===== src/sv/shll_pkg.sv =====
// Shared types and constants for the sliding-window HLL register store.
// Field widths, operation and config codes, controller/datapath structs.
// No dependencies.
package shll_pkg;

  localparam int unsigned HASH_W   = 64;
  localparam int unsigned TS_IN_W  = 32;
  localparam int unsigned IDX_W    = 10;
  localparam int unsigned RANK_W   = 6;
  localparam int unsigned CNT_W    = 6;
  localparam int unsigned PREC_W   = 4;
  localparam int unsigned WLEN_W   = 32;
  localparam int unsigned CFG_W    = 32;
  localparam int unsigned CFG_IDX_W = 1;
  localparam int unsigned PEFF_W   = 5;
  localparam int unsigned LZC_W    = 7;

  localparam logic [PEFF_W-1:0] PREC_MIN = 5'd4;

  localparam logic OP_ADD  = 1'b0;
  localparam logic OP_READ = 1'b1;

  localparam logic [CFG_IDX_W-1:0] CFG_PRECISION = 1'b0;
  localparam logic [CFG_IDX_W-1:0] CFG_WINDOW    = 1'b1;

  localparam logic [PREC_W-1:0] PREC_RESET = 4'd10;
  localparam logic [WLEN_W-1:0] WLEN_RESET = 32'hFFFF_FFFF;

  typedef struct packed {
    logic clear;
    logic load;
    logic decode;
    logic lzc;
    logic meta_ld;
    logic ent_tail;
    logic front_drop;
    logic found;
    logic tail_drop;
    logic full_drop;
    logic append;
    logic finish;
  } shll_cmd_t;

  typedef struct packed {
    logic clr_last;
    logic is_read;
    logic len_zero;
    logic ent_old;
    logic ent_dom;
    logic list_full;
    logic out_free;
  } shll_sts_t;

endpackage


===== src/sv/shll_ctrl.sv =====
// Controller: sequences the clearing pass, decode, list walks and append.
// Depends on shll_pkg.
module shll_ctrl
  import shll_pkg::*;
(
  input  logic      clk_i,
  input  logic      rst_ni,
  input  logic      in_valid_i,
  output logic      in_ready_o,
  input  shll_sts_t sts_i,
  output shll_cmd_t cmd_o
);

  typedef enum logic [3:0] {
    S_CLEAR,
    S_IDLE,
    S_DECODE,
    S_LZC,
    S_META,
    S_FRONT_RD,
    S_FRONT_CHK,
    S_TAIL_RD,
    S_TAIL_CHK,
    S_FULL,
    S_APPEND,
    S_DONE
  } state_e;

  state_e state_q, state_d;
  logic   rdy_q;

  always_comb begin
    state_d = state_q;
    cmd_o   = '0;
    case (state_q)
      S_CLEAR: begin
        cmd_o.clear = 1'b1;
        if (sts_i.clr_last) state_d = S_IDLE;
      end
      S_IDLE: begin
        if (in_valid_i && rdy_q) begin
          cmd_o.load = 1'b1;
          state_d    = S_DECODE;
        end
      end
      S_DECODE: begin
        cmd_o.decode = 1'b1;
        state_d      = S_LZC;
      end
      S_LZC: begin
        cmd_o.lzc = 1'b1;
        state_d   = S_META;
      end
      S_META: begin
        cmd_o.meta_ld = 1'b1;
        state_d       = S_FRONT_RD;
      end
      S_FRONT_RD: begin
        if (sts_i.len_zero) begin
          state_d = sts_i.is_read ? S_DONE : S_FULL;
        end else begin
          state_d = S_FRONT_CHK;
        end
      end
      S_FRONT_CHK: begin
        if (sts_i.ent_old) begin
          cmd_o.front_drop = 1'b1;
          state_d          = S_FRONT_RD;
        end else if (sts_i.is_read) begin
          cmd_o.found = 1'b1;
          state_d     = S_DONE;
        end else begin
          state_d = S_TAIL_RD;
        end
      end
      S_TAIL_RD: begin
        cmd_o.ent_tail = 1'b1;
        state_d        = sts_i.len_zero ? S_FULL : S_TAIL_CHK;
      end
      S_TAIL_CHK: begin
        if (sts_i.ent_dom) begin
          cmd_o.tail_drop = 1'b1;
          state_d         = S_TAIL_RD;
        end else begin
          state_d = S_FULL;
        end
      end
      S_FULL: begin
        cmd_o.full_drop = sts_i.list_full;
        state_d         = S_APPEND;
      end
      S_APPEND: begin
        cmd_o.append = 1'b1;
        state_d      = S_DONE;
      end
      S_DONE: begin
        if (sts_i.out_free) begin
          cmd_o.finish = 1'b1;
          state_d      = S_IDLE;
        end
      end
      default: begin
        state_d = S_IDLE;
      end
    endcase
  end

  always_ff @(posedge clk_i or negedge rst_ni) begin
    if (!rst_ni) begin
      state_q <= S_CLEAR;
      rdy_q   <= 1'b0;
    end else begin
      state_q <= state_d;
      rdy_q   <= (state_d == S_IDLE);
    end
  end

  assign in_ready_o = rdy_q;

endmodule


===== config.mk =====
export PLATFORM = sky130hd
export DESIGN_NAME = shll_ctrl
export DESIGN_NICKNAME = d
export VERILOG_FILES = /design/src/sv/shll_pkg.sv /design/src/sv/shll_ctrl.sv
export SDC_FILE = /design/constraint.sdc
export NUM_CORES = 1
export LEC_CHECK = 0
export ABC_CLOCK_PERIOD_IN_PS = 1350
export BUFFER_PORTS_ARGS = -buffer_cell sky130_fd_sc_hd__buf_2
export CAP_MARGIN = 20
export CORE_AREA = 2 2 39 41
export DETAILED_ROUTE_END_ITERATION = 8
export DIE_AREA = 0 0 41 43
export PLACE_DENSITY = 0.62
export SLEW_MARGIN = 20
export SYNTH_ARGS = -nofsm -noshare
export SYNTH_HDL_FRONTEND = slang
export SYNTH_SLANG_ARGS = --single-unit

===== constraint.sdc =====
create_clock -name clk_i -period 1.35 [get_ports clk_i]
set_input_delay 0.0675 -clock clk_i [delete_from_list [all_inputs] [get_ports clk_i]]
set_output_delay 0.0675 -clock clk_i [all_outputs]
set_load 0.1 [all_outputs]

==> qor.csv, run 1 <==
stage;metric;value;unit
yosys;Synth Cell Area;462;um2
worst_hold_path;Hold WC Path Type;in2async;
sta;clock skew;0.00367;ns
sta;Final period util;114;%
place;port buffer count;22;
setup_path;critical path required time;1.28;ns
floorplan;FP Rows;14;
final_layout;Ant. Diodes;0;
yosys;Synth Register Bits;5;
final_layout;Syn-to-layout area delta;165;%
place;placed cell area;953;um2
global_routing;vias in the first global route;685;
routing;DR iter-0 viols;9;
setup_path;critical path class;reg2out;
setup_path;FF-to-FF setup slack;-0.16;ns
clock_tree;TritonCTS clock tree;done;
clock_tree;clock sinks;5;
floorplan;core box area;1380;um2
clock_tree;CTS Buf Count;3;
final_layout;Post-Route Utilization;88.3;%
global_routing;initial antenna violation count;0;
setup_path;Startpoint Class;flip-flop;
place;Post-Place Worst Slack;-0.174;ns
floorplan;Ports;23;
routing;Via density;5.29;
setup_path;reg-to-reg endpoint;in_ready_o;
status;failing checks;negative setup slack;
clock_tree;clk_lat worst skew;0.25;ns
setup_path;highest cell delay on the worst timing path;0.41;ns
yosys;Syn Inst Count;56;
setup_path;CP arrival;1.47;ns
clock_tree;Longest Clk Path Bufs;2;
global_routing;largest net degree at the start of global routing;11;
sta;RSZ-0062 raised after global routing;yes;
global_routing;Tot GR Track Use;26.6;%
routing;Pre-antenna DRT Iters;6;
clock_tree;Clock Tree Root;clkbuf_4;
final_layout;Final Net Count;119;
setup_path;R2R depth;6;
global_routing;grt total ovfl;0;
clock_tree;Clk pin slew, worst setup/hold paths;0.04;ns
sta;worst slew pin tran;0.482;ns
routing;DRC;0;
place;DPL Wire Length;1.16;mm
yosys;mean post-synth cell area;8.24;um2
status;status;finished, violations left;
floorplan;Initial Utilization;33.4;%
global_routing;first-pass GRT wire length;3.04;mm
floorplan;Die Span Y;43;um
run;Max-Cap Viols;0;
setup_path;Worst setup EP type;primary output;
power_and_ir_drop;total power divided by cell area;2540;nW/um2
routing;post-route ant nets;0;
final_layout;layout cells sized above 1;81.5;%
power_and_ir_drop;worst vdd ir;0.00182;V
sta;Setup Viol. Count Final;15;
sta;Tmin final;1.54;ns
yosys;post-synthesis sequential area ratio;27.1;%
place;final estimated routing congestion in global placement;0.878;
power_and_ir_drop;Leak;0.527;nW
sta;fin worst setup slack;-0.185;ns
sta;Hold Vio Cnt, Final;0;
routing;final wirelength;2.09;mm
sta;fin. max-slew vios;0;
setup_path;CP Max Fanout;6;
routing;wire length per cell after detailed routing;16.8;um
routing;total number of vias;656;
floorplan;Die X;41;um
clock_tree;CTS HTree Levels;1;
final_layout;design area;1220;um2
floorplan;DIE AREA;1760;um2
setup_path;Cell Chain, Critical Path;buf_6 -> nor2b_1 -> buf_4 -> and3_4 -> buf_12;
yosys;yosys warns;0;
sta;Rel. slew slack;68.1;%
setup_path;slowest cell on the critical path;dfrtp_2;
setup_path;reg-to-reg startpoint;state_q[1];
sta;highest clock rate;651;MHz
yosys;Synth cell types;29;
yosys;Mapped Nets;66;
## cells in the final DEF, fill, tap and decap left out, types with 2 or more instances in the layout
cell      Yosys  routed
buf_2         1      10
nor2b_1       4       2
nor2_4        0       5
nand3_2       0       2
buf_6         2      15
buf_4         0      13
clkbuf_4      0       3
buf_12        0      12
nand2_1       3       3
nor3_4        0       3
nand2b_4      0       4
and3_4        1       2
dfrtp_2       0       3
and2b_1       2       2
## routing by layer
metal | track usage [%] | wire length (um)
met3 | 4.19 | 103
met5 | 0 | 0
met4 | 22.0 | 91
met1 | 30.7 | 742
met2 | 40.3 | 1150
## where the power goes
part           internal, mW  leakage [nW]  switching [mW]  total, mW
logic                  1.20         0.455            1.40       2.59
registers             0.235        0.0572           0.103      0.338
clock network         0.112        0.0150          0.0636      0.175
total                  1.54         0.527            1.56       3.11
## cell type report
cell class,count,area (um2)
clock buffer,4,26.3
fill,64,161
inverter,3,15.0
multi-input combinational,45,462
sequential,5,133
tap,16,20.0
timing repair buffer,51,567
## what timing repair did
action                                  4_1_cts  5_1_grt
resized for setup                            28       10
gates cloned                                  0        0
pin swaps                                     4        4
endpoints found under the setup margin       14       16
hold buffers                                  1        0
hold endpoints to repair                      5        0
setup buffers                                 9        2
## worst max path at each step
stage | startpoint | endpoint | slack (ns) | depth (start not counted)
after global placement | state_q[1] | in_ready_o | -0.07 | 4
after floorplan | state_q[3] | cmd_o[10] | -0.32 | 3
after global routing | state_q[0] | in_ready_o | -0.23 | 5
after CTS | state_q[1] | cmd_o[5] | -0.17 | 5
after detailed placement | state_q[0] | in_ready_o | -0.17 | 4
final | state_q[1] | cmd_o[2] | -0.19 | 5
## per-stage QoR
step | power (mW) | std cells | hold slack [ns] | setup TNS (ns)
global route | 3.24 | 124 | 0.177 | -2.76
CTS | 2.88 | 122 | 0.155 | -1.53
detailed placement | 2.25 | 108 | -0.114 | -0.258
finish | 3.11 | 124 | 0.164 | -1.92
floorplan | 1.61 | 56 | -0.228 | -0.856
global placement | 2.21 | 108 | -0.119 | -0.0742
## sequential cells by signal (all words and copies together), names as in the netlist
signal      count
in_ready_o      1
state_q         4
## Yosys cell counts
cell | instances | area, um2
and3_1 | 2 | 12.5
buf_6 | 2 | 22.5
or2_1 | 1 | 6.26
nor4_2 | 1 | 12.5
nor4_1 | 1 | 6.26
nor2b_1 | 4 | 25.0
o22ai_1 | 1 | 6.26
nor3b_1 | 1 | 7.51
a311oi_1 | 1 | 8.76
a211o_2 | 1 | 10.0
mux2i_1 | 1 | 10.0
nor2_1 | 6 | 22.5
a21o_2 | 1 | 8.76
buf_2 | 1 | 5.00
nand2_1 | 3 | 11.3
a211o_1 | 1 | 8.76
o2bb2a_1 | 1 | 10.0
inv_1 | 3 | 11.3
o21ai_0 | 1 | 5.00
nand3_1 | 2 | 10.0
o32ai_2 | 1 | 16.3
and2b_1 | 2 | 15.0
o211ai_1 | 1 | 7.51
nand2b_1 | 4 | 25.0
dfrtp_1 | 5 | 125
o221a_1 | 1 | 11.3
nor3_1 | 5 | 25.0
and3_4 | 1 | 11.3
a21oi_1 | 1 | 5.00
## cell families after synthesis
group | count (synthesis) | synth area share [%]
buffers and inverters | 6 | 8.40
DFF | 5 | 27.1
and+or+nand+nor | 33 | 41.2
AOI/OAI and AO/OA | 11 | 21.1
muxes | 1 | 2.17
## worst max-delay path, delay by kind of cell, from the launching register on
family	cells	cell delay (ns)
buf+inv	3	0.44
flops	1	0.41
simple gates	2	0.38
No activity file was read; power rests on OpenSTA's default activity.
==> run 2: changes to the inputs <==
--- a/config.mk
+++ b/config.mk
@@ -5,13 +5,14 @@
 export SDC_FILE = /design/constraint.sdc
 export NUM_CORES = 1
 export LEC_CHECK = 0
-export ABC_CLOCK_PERIOD_IN_PS = 1350
+export ABC_CLOCK_PERIOD_IN_PS = 1450
 export BUFFER_PORTS_ARGS = -buffer_cell sky130_fd_sc_hd__buf_2
 export CAP_MARGIN = 20
 export CORE_AREA = 2 2 39 41
 export DETAILED_ROUTE_END_ITERATION = 8
 export DIE_AREA = 0 0 41 43
-export PLACE_DENSITY = 0.62
+export PLACE_DENSITY = 0.59
+export REMOVE_ABC_BUFFERS = 1
 export SLEW_MARGIN = 20
 export SYNTH_ARGS = -nofsm -noshare
 export SYNTH_HDL_FRONTEND = slang
==> constraint.sdc (replaced) <==
create_clock -name clk_i -period 1.45 [get_ports clk_i]
set_input_delay 0.0725 -clock clk_i [delete_from_list [all_inputs] [get_ports clk_i]]
set_output_delay 0.0725 -clock clk_i [all_outputs]
set_load 0.1 [all_outputs]
==> run 2 against run 1 <==
The run still ends with negative setup slack left. Core utilization shrank 11 points. Clock skew fell by 0.0029 ns. Routed wire length fell by 20%. Sequential share of layout area increased by 1.4 points. Clock power decreased by 11%. Critical path type is now reg2reg. Die area did not move. Design area decreased by 13%. Register-to-register slack better by 0.13 ns. First-iteration DRC count up 67%. Via count is 9.3% lower. Cell count decreased by 7.3%. Non-clock buffer count is 9 lower.
==> qor.csv, run 2 (synthesized netlist as in run 1, its figures left out) <==
stage;metric;value;unit;change
sta;final hold slack;0.180;ns;+0.0157 ns
global_routing;first-pass GRT wire length;2.57;mm;-15%
place;port buffer count;22;;unchanged
global_routing;grt total ovfl;0;;unchanged
sta;Final period util;102;%;
final_layout;number of flip-flops in the largest register;4;;unchanged
power_and_ir_drop;worst vdd ir;0.00145;V;-20%
global_routing;vias in the first global route;634;;-7.4%
routing;DR iter-0 viols;15;;+6
clock_tree;CTS HTree Levels;1;;unchanged
place;final estimated routing congestion in global placement;0.877;;-0.11%
setup_path;reg-to-reg startpoint;state_q[2];;
final_layout;filler cell count;86;;+34%
place;DPL Wire Length;1.05;mm;-9.0%
sta;fin. max-slew vios;0;;unchanged
place;placed insts;104;;-3.7%
setup_path;critical path required time;1.59;ns;+0.31 ns
floorplan;DIE AREA;1760;um2;unchanged
routing;wire length per cell after detailed routing;14.5;um;-14%
sta;Tmin final;1.48;ns;
final_layout;design area;1070;um2;-13%
power_and_ir_drop;Int Power;1.18;mW;-24%
clock_tree;clock sinks;5;;unchanged
final_layout;Syn-to-layout area delta;131;%;
final_layout;commonest non-fill, non-tap cells in the layout;buf_4 (14), buf_12 (12), buf_2 (10), buf_6 (5), dfrtp_2 (4);;
setup_path;FF-to-FF setup slack;-0.03;ns;+0.13 ns
floorplan;Die X;41;um;unchanged
setup_path;Worst setup EP type;flip-flop;;
sta;Hold Vio Cnt, Final;0;;unchanged
status;failing checks;negative setup slack;;
clock_tree;CTS Buf Count;3;;unchanged
floorplan;core box area;1380;um2;unchanged
final_layout;layout cells sized above 1;75.8;%;-5.7 points
setup_path;Worst Setup SP;state_q[2];;
final_layout;Ant. Diodes;0;;unchanged
floorplan;FP Rows;14;;unchanged
clock_tree;clk_lat worst skew;0.24;ns;about the same
power_and_ir_drop;Leak;0.466;nW;-12%
worst_hold_path;Hold WC Path Type;in2async;;
setup_path;CP arrival;1.62;ns;+0.15 ns
sta;Setup Viol. Count Final;4;;-11
routing;Pre-antenna DRT Iters;4;;-2
power_and_ir_drop;clock power share;6.4;%;+0.8 points
sta;clock skew;0.000805;ns;-0.00287 ns
routing;final wirelength;1.67;mm;-20%
floorplan;Initial Utilization;33.4;%;unchanged
sta;fin worst setup slack;-0.0337;ns;+0.151 ns
clock_tree;Longest Clk Path Bufs;2;;unchanged
final_layout;Post-Route Utilization;77.0;%;-11 points
place;placed cell area;842;um2;-12%
final_layout;Final Net Count;110;;-7.6%
sta;RSZ-0062 raised after global routing;yes;;
power_and_ir_drop;switching share of power;52.0;%;+1.7 points
setup_path;critical path class;reg2reg;;
floorplan;Die Span Y;43;um;unchanged
routing;DRC;0;;unchanged
power_and_ir_drop;Seq pwr share;13.0;%;+2.1 points
final_layout;Non-Filler Instances;115;;-7.3%
final_layout;commonest non-fill, non-tap cell in the layout;buf_4;;
run;Max-Cap Viols;0;;unchanged
power_and_ir_drop;Psw;1.27;mW;-18%
sta;worst slew pin tran;0.493;ns;+0.0106 ns
routing;post-route ant nets;0;;unchanged
clock_tree;TritonCTS clock tree;done;;
clock_tree;Clk pin slew, worst setup/hold paths;0.04;ns;about the same
floorplan;Ports;23;;unchanged
clock_tree;Clock Tree Root;clkbuf_4;;
sta;Rel. slew slack;67.4;%;-0.70 points
routing;total number of vias;595;;-9.3%
global_routing;initial antenna violation count;0;;unchanged
global_routing;Tot GR Track Use;20.9;%;-5.7 points
final_layout;Top reg by flops;state_q;;
status;status;finished, violations left;;
sta;highest clock rate;674;MHz;
setup_path;CP Max Fanout;6;;unchanged
power_and_ir_drop;total power divided by cell area;2300;nW/um2;-9.4%
routing;Via density;5.17;;-2.2%
setup_path;Startpoint Class;flip-flop;;
power_and_ir_drop;combinational share of power;80.6;%;-2.9 points
sta;Sum Neg Setup Slack;-0.0521;ns;+1.87 ns
global_routing;largest net degree at the start of global routing;8;;-3
## run 2: cell count changes in the layout (fill, tap and decap cells not counted), sizes merged
cell      change
inv           +1
buf           -9
clkinvlp      -1
## run 2: metal layers
layer / GRT usage (%) / share of wire (%) / vias up
li1: - / - / 287
met1: 23.5 / 40 / 292
met2: 33.4 / 56 / 16
met3: 5.24 / 3.8 / 0
met4: 12.0 / 0 / 0
met5: 0 / 0 / -
## run 2: metrics by stage
stage / setup WS, ns / total power [mW]
2_1_floorplan: -1.71 / 1.24
3_3_place_gp: 0.00325 / 1.81
3_5_place_dp: -0.0922 / 1.83
4_1_cts: -0.0331 / 2.22
5_1_grt: -0.0856 / 2.58
6_report: -0.0337 / 2.45
## run 2: power groups by stage
stage / sequential, mW / clock [mW] / combinational [mW]
finish: 0.319 / 0.156 / 1.98
global route: 0.332 / 0.175 / 2.07
CTS: 0.290 / 0.166 / 1.77
detailed placement: 0.308 / 0 / 1.52
global placement: 0.302 / 0 / 1.50
floorplan: 0.392 / 0 / 0.845
## run 2: final timing paths
path,endpoint,cells past startpoint
min reg2reg,state_q[1],2
min in group clk_i,state_q[2],3
max in group asynchronous,state_q[2],2
max reg2reg,in_ready_o,4
min,in_ready_o,2
max,in_ready_o,4
## run 2: layout make-up
cell class                      instances  area [um2]  share of cell area (%)
Timing Repair Buffer                   42         462                    43.3
Sequential cell                         5         130                    12.2
Inverter                                3        11.3                    1.06
Clock buffer                            4        26.3                    2.46
Multi-Input combinational cell         45         417                    39.1
Tap cell                               16        20.0                    1.88
## run 2: repair_timing
action                                 CTS  global route
gates cloned                             0             0
pin swaps                                4             8
gates resized for setup                 20            20
setup buffers                            6             0
endpoints found under the hold margin    5             0
setup endpoints to repair               12            13
hold buffers                             1             0
## run 2: critical path, cell delays in order, from the launching register on
cell	delay, ns
dfrtp_2	0.44
nand2b_2	0.22
o22ai_1	0.11
a211o_2	0.36
nor4_2	0.25
==> run 3: changes to the inputs <==
--- a/config.mk
+++ b/config.mk
@@ -11,6 +11,7 @@
 export CORE_AREA = 2 2 39 41
 export DETAILED_ROUTE_END_ITERATION = 8
 export DIE_AREA = 0 0 41 43
+export MAX_ROUTING_LAYER = met4
 export PLACE_DENSITY = 0.59
 export REMOVE_ABC_BUFFERS = 1
 export SLEW_MARGIN = 20
==> run 3 against run 2 <==
The flow still finishes with violations (negative setup slack). Clock-buffer cell count did not move. Fmax rose by 0.18%. Design area did not move. Critical endpoint unchanged. Largest cell class unchanged. Highest routed layer unchanged.
==> qor.csv, run 3 (synthesized netlist as in run 1, its figures left out) <==
stage;metric;value;unit;change
status;status;finished, violations left;;
status;failing checks;negative setup slack;;
clock_tree;CTS Buf Count;3;;unchanged
floorplan;Initial Utilization;33.4;%;unchanged
routing;total number of vias;590;;-0.84%
global_routing;initial antenna violation count;0;;unchanged
routing;Via density;5.13;;-0.84%
worst_hold_path;Hold WC Path Type;in2async;;
power_and_ir_drop;Leak;0.466;nW;unchanged
global_routing;grt total ovfl;0;;unchanged
setup_path;highest cell delay on the worst timing path;0.44;ns;about the same
setup_path;slowest cell on the critical path;dfrtp_2;;
sta;worst slew pin tran;0.493;ns;-0.000000834 ns
setup_path;FF-to-FF setup slack;-0.03;ns;about the same
clock_tree;CTS HTree Levels;1;;unchanged
global_routing;largest net degree at the start of global routing;8;;unchanged
place;final estimated routing congestion in global placement;0.891;;+1.6%
sta;fin worst setup slack;-0.0309;ns;+0.00273 ns
setup_path;reg-to-reg endpoint;in_ready_o;;
clock_tree;Clock Tree Root;clkbuf_4;;
run;Max-Cap Viols;0;;unchanged
clock_tree;clk_lat worst skew;0.24;ns;about the same
global_routing;Tot GR Track Use;21.3;%;+0.42 points
routing;DR iter-0 viols;16;;+1
sta;Hold Vio Cnt, Final;0;;unchanged
place;placed insts;104;;unchanged
setup_path;CP Max Fanout;6;;unchanged
place;placed cell area;842;um2;unchanged
routing;Pre-antenna DRT Iters;3;;-1
global_routing;vias in the first global route;634;;unchanged
final_layout;number of flip-flops in the largest register;4;;unchanged
floorplan;Ports;23;;unchanged
sta;highest clock rate;675;MHz;+0.18%
setup_path;Startpoint Class;flip-flop;;
global_routing;first-pass GRT wire length;2.56;mm;-0.54%
final_layout;commonest non-fill, non-tap cell in the layout;buf_4;;
place;DPL Wire Length;1.05;mm;unchanged
floorplan;FP Rows;14;;unchanged
setup_path;critical path required time;1.59;ns;about the same
sta;fin. max-slew vios;0;;unchanged
final_layout;Ant. Diodes;0;;unchanged
setup_path;reg-to-reg startpoint;state_q[2];;
sta;Rel. slew slack;67.4;%;unchanged
floorplan;core box area;1380;um2;unchanged
final_layout;layout cells sized above 1;75.8;%;unchanged
setup_path;R2R depth;4;;unchanged
sta;Final period util;102;%;-0.19 points
clock_tree;Clk pin slew, worst setup/hold paths;0.04;ns;about the same
sta;Setup Viol. Count Final;4;;unchanged
final_layout;Non-Filler Instances;115;;unchanged
floorplan;Die Span Y;43;um;unchanged
setup_path;CP bufs+invs;0;;unchanged
routing;DRC;0;;unchanged
clock_tree;clock sinks;5;;unchanged
final_layout;Final Net Count;110;;unchanged
setup_path;critical path class;reg2reg;;
power_and_ir_drop;worst vdd ir;0.00146;V;+0.20%
final_layout;Top reg by flops;state_q;;
power_and_ir_drop;total power divided by cell area;2300;nW/um2;+0.12%
final_layout;design area;1070;um2;unchanged
sta;clock skew;0.000791;ns;-0.0000139 ns
sta;RSZ-0062 raised after global routing;yes;;
setup_path;CP delay by family, top;simple AND/OR/NAND/NOR gates;;
clock_tree;Longest Clk Path Bufs;2;;unchanged
setup_path;Cell Chain, Critical Path;nand2b_2 -> o22ai_1 -> a211o_2 -> nor4_2;;
final_layout;Post-Route Utilization;77.0;%;unchanged
place;port buffer count;22;;unchanged
setup_path;Worst setup EP type;flip-flop;;
floorplan;DIE AREA;1760;um2;unchanged
routing;final wirelength;1.69;mm;+0.78%
routing;wire length per cell after detailed routing;14.7;um;+0.78%
floorplan;Die X;41;um;unchanged
clock_tree;TritonCTS clock tree;done;;
sta;Tmin final;1.48;ns;-0.00273 ns
final_layout;commonest non-fill, non-tap cells in the layout;buf_4 (14), buf_12 (12), buf_2 (10), buf_6 (5), dfrtp_2 (4);;
final_layout;Syn-to-layout area delta;131;%;unchanged
routing;post-route ant nets;0;;unchanged
setup_path;CP arrival;1.62;ns;about the same
-- run 3: cell counts in the layout (fill, tap and decap cells not counted) --
Identical to the previous run, type by type.
-- run 3: routing by layer --
layer | wire length, um | track usage (%)
met5 | 0 | -
met4 | 0 | 12.0
met3 | 47 | 5.24
met2 | 936 | 33.4
met1 | 701 | 23.2
-- run 3: area by class of cell --
| cell class | count | area (um2) |
|---|---|---|
| clock buffer | 4 | 26.3 |
| fill | 86 | 318 |
| inverter | 3 | 11.3 |
| multi-input combinational | 45 | 417 |
| sequential | 5 | 130 |
| tap | 16 | 20.0 |
| timing repair buffer | 42 | 462 |
-- run 3: where the power goes --
part	internal, mW	switching [mW]	total, mW
clock	0.104	0.0526	0.156
combinational	0.861	1.12	1.98
sequential	0.213	0.106	0.319
-- run 3: metrics by stage --
step,power [mW],TNS [ns],setup WS [ns],hold slack (ns)
after detailed placement,1.83,-0.0922,-0.0922,-0.110
after global placement,1.81,0,0.00325,-0.112
after CTS,2.22,-0.0851,-0.0331,0.166
after floorplan,1.24,-7.93,-1.71,-0.223
after global routing,2.58,-0.512,-0.0856,0.187
final,2.46,-0.0480,-0.0309,0.178
-- run 3: how the worst max path moves through the flow --
stage	from	end	slack, ns	cells past startpoint
6_report	state_q[2]	in_ready_o	-0.03	4
5_1_grt	state_q[2]	cmd_o[11]	-0.09	4
4_1_cts	state_q[0]	in_ready_o	-0.03	6
3_5_place_dp	state_q[1]	in_ready_o	-0.09	4
3_3_place_gp	state_q[0]	in_ready_o	0.003	4
2_1_floorplan	in_ready_o	cmd_o[10]	-1.71	2
-- run 3: repair_timing --
action	4_1_cts	5_1_grt
buffers inserted	6	0
pin swaps	4	8
hold buffers	1	0
gates resized for setup	20	20
endpoints found under the setup margin	12	13
endpoints found under the hold margin	5	0
-- run 3: worst reg2reg max path, stage by stage, from the launching register on --
cell	delay, ns
dfrtp_2	0.44
nand2b_2	0.23
o22ai_1	0.11
a211o_2	0.36
nor4_2	0.25
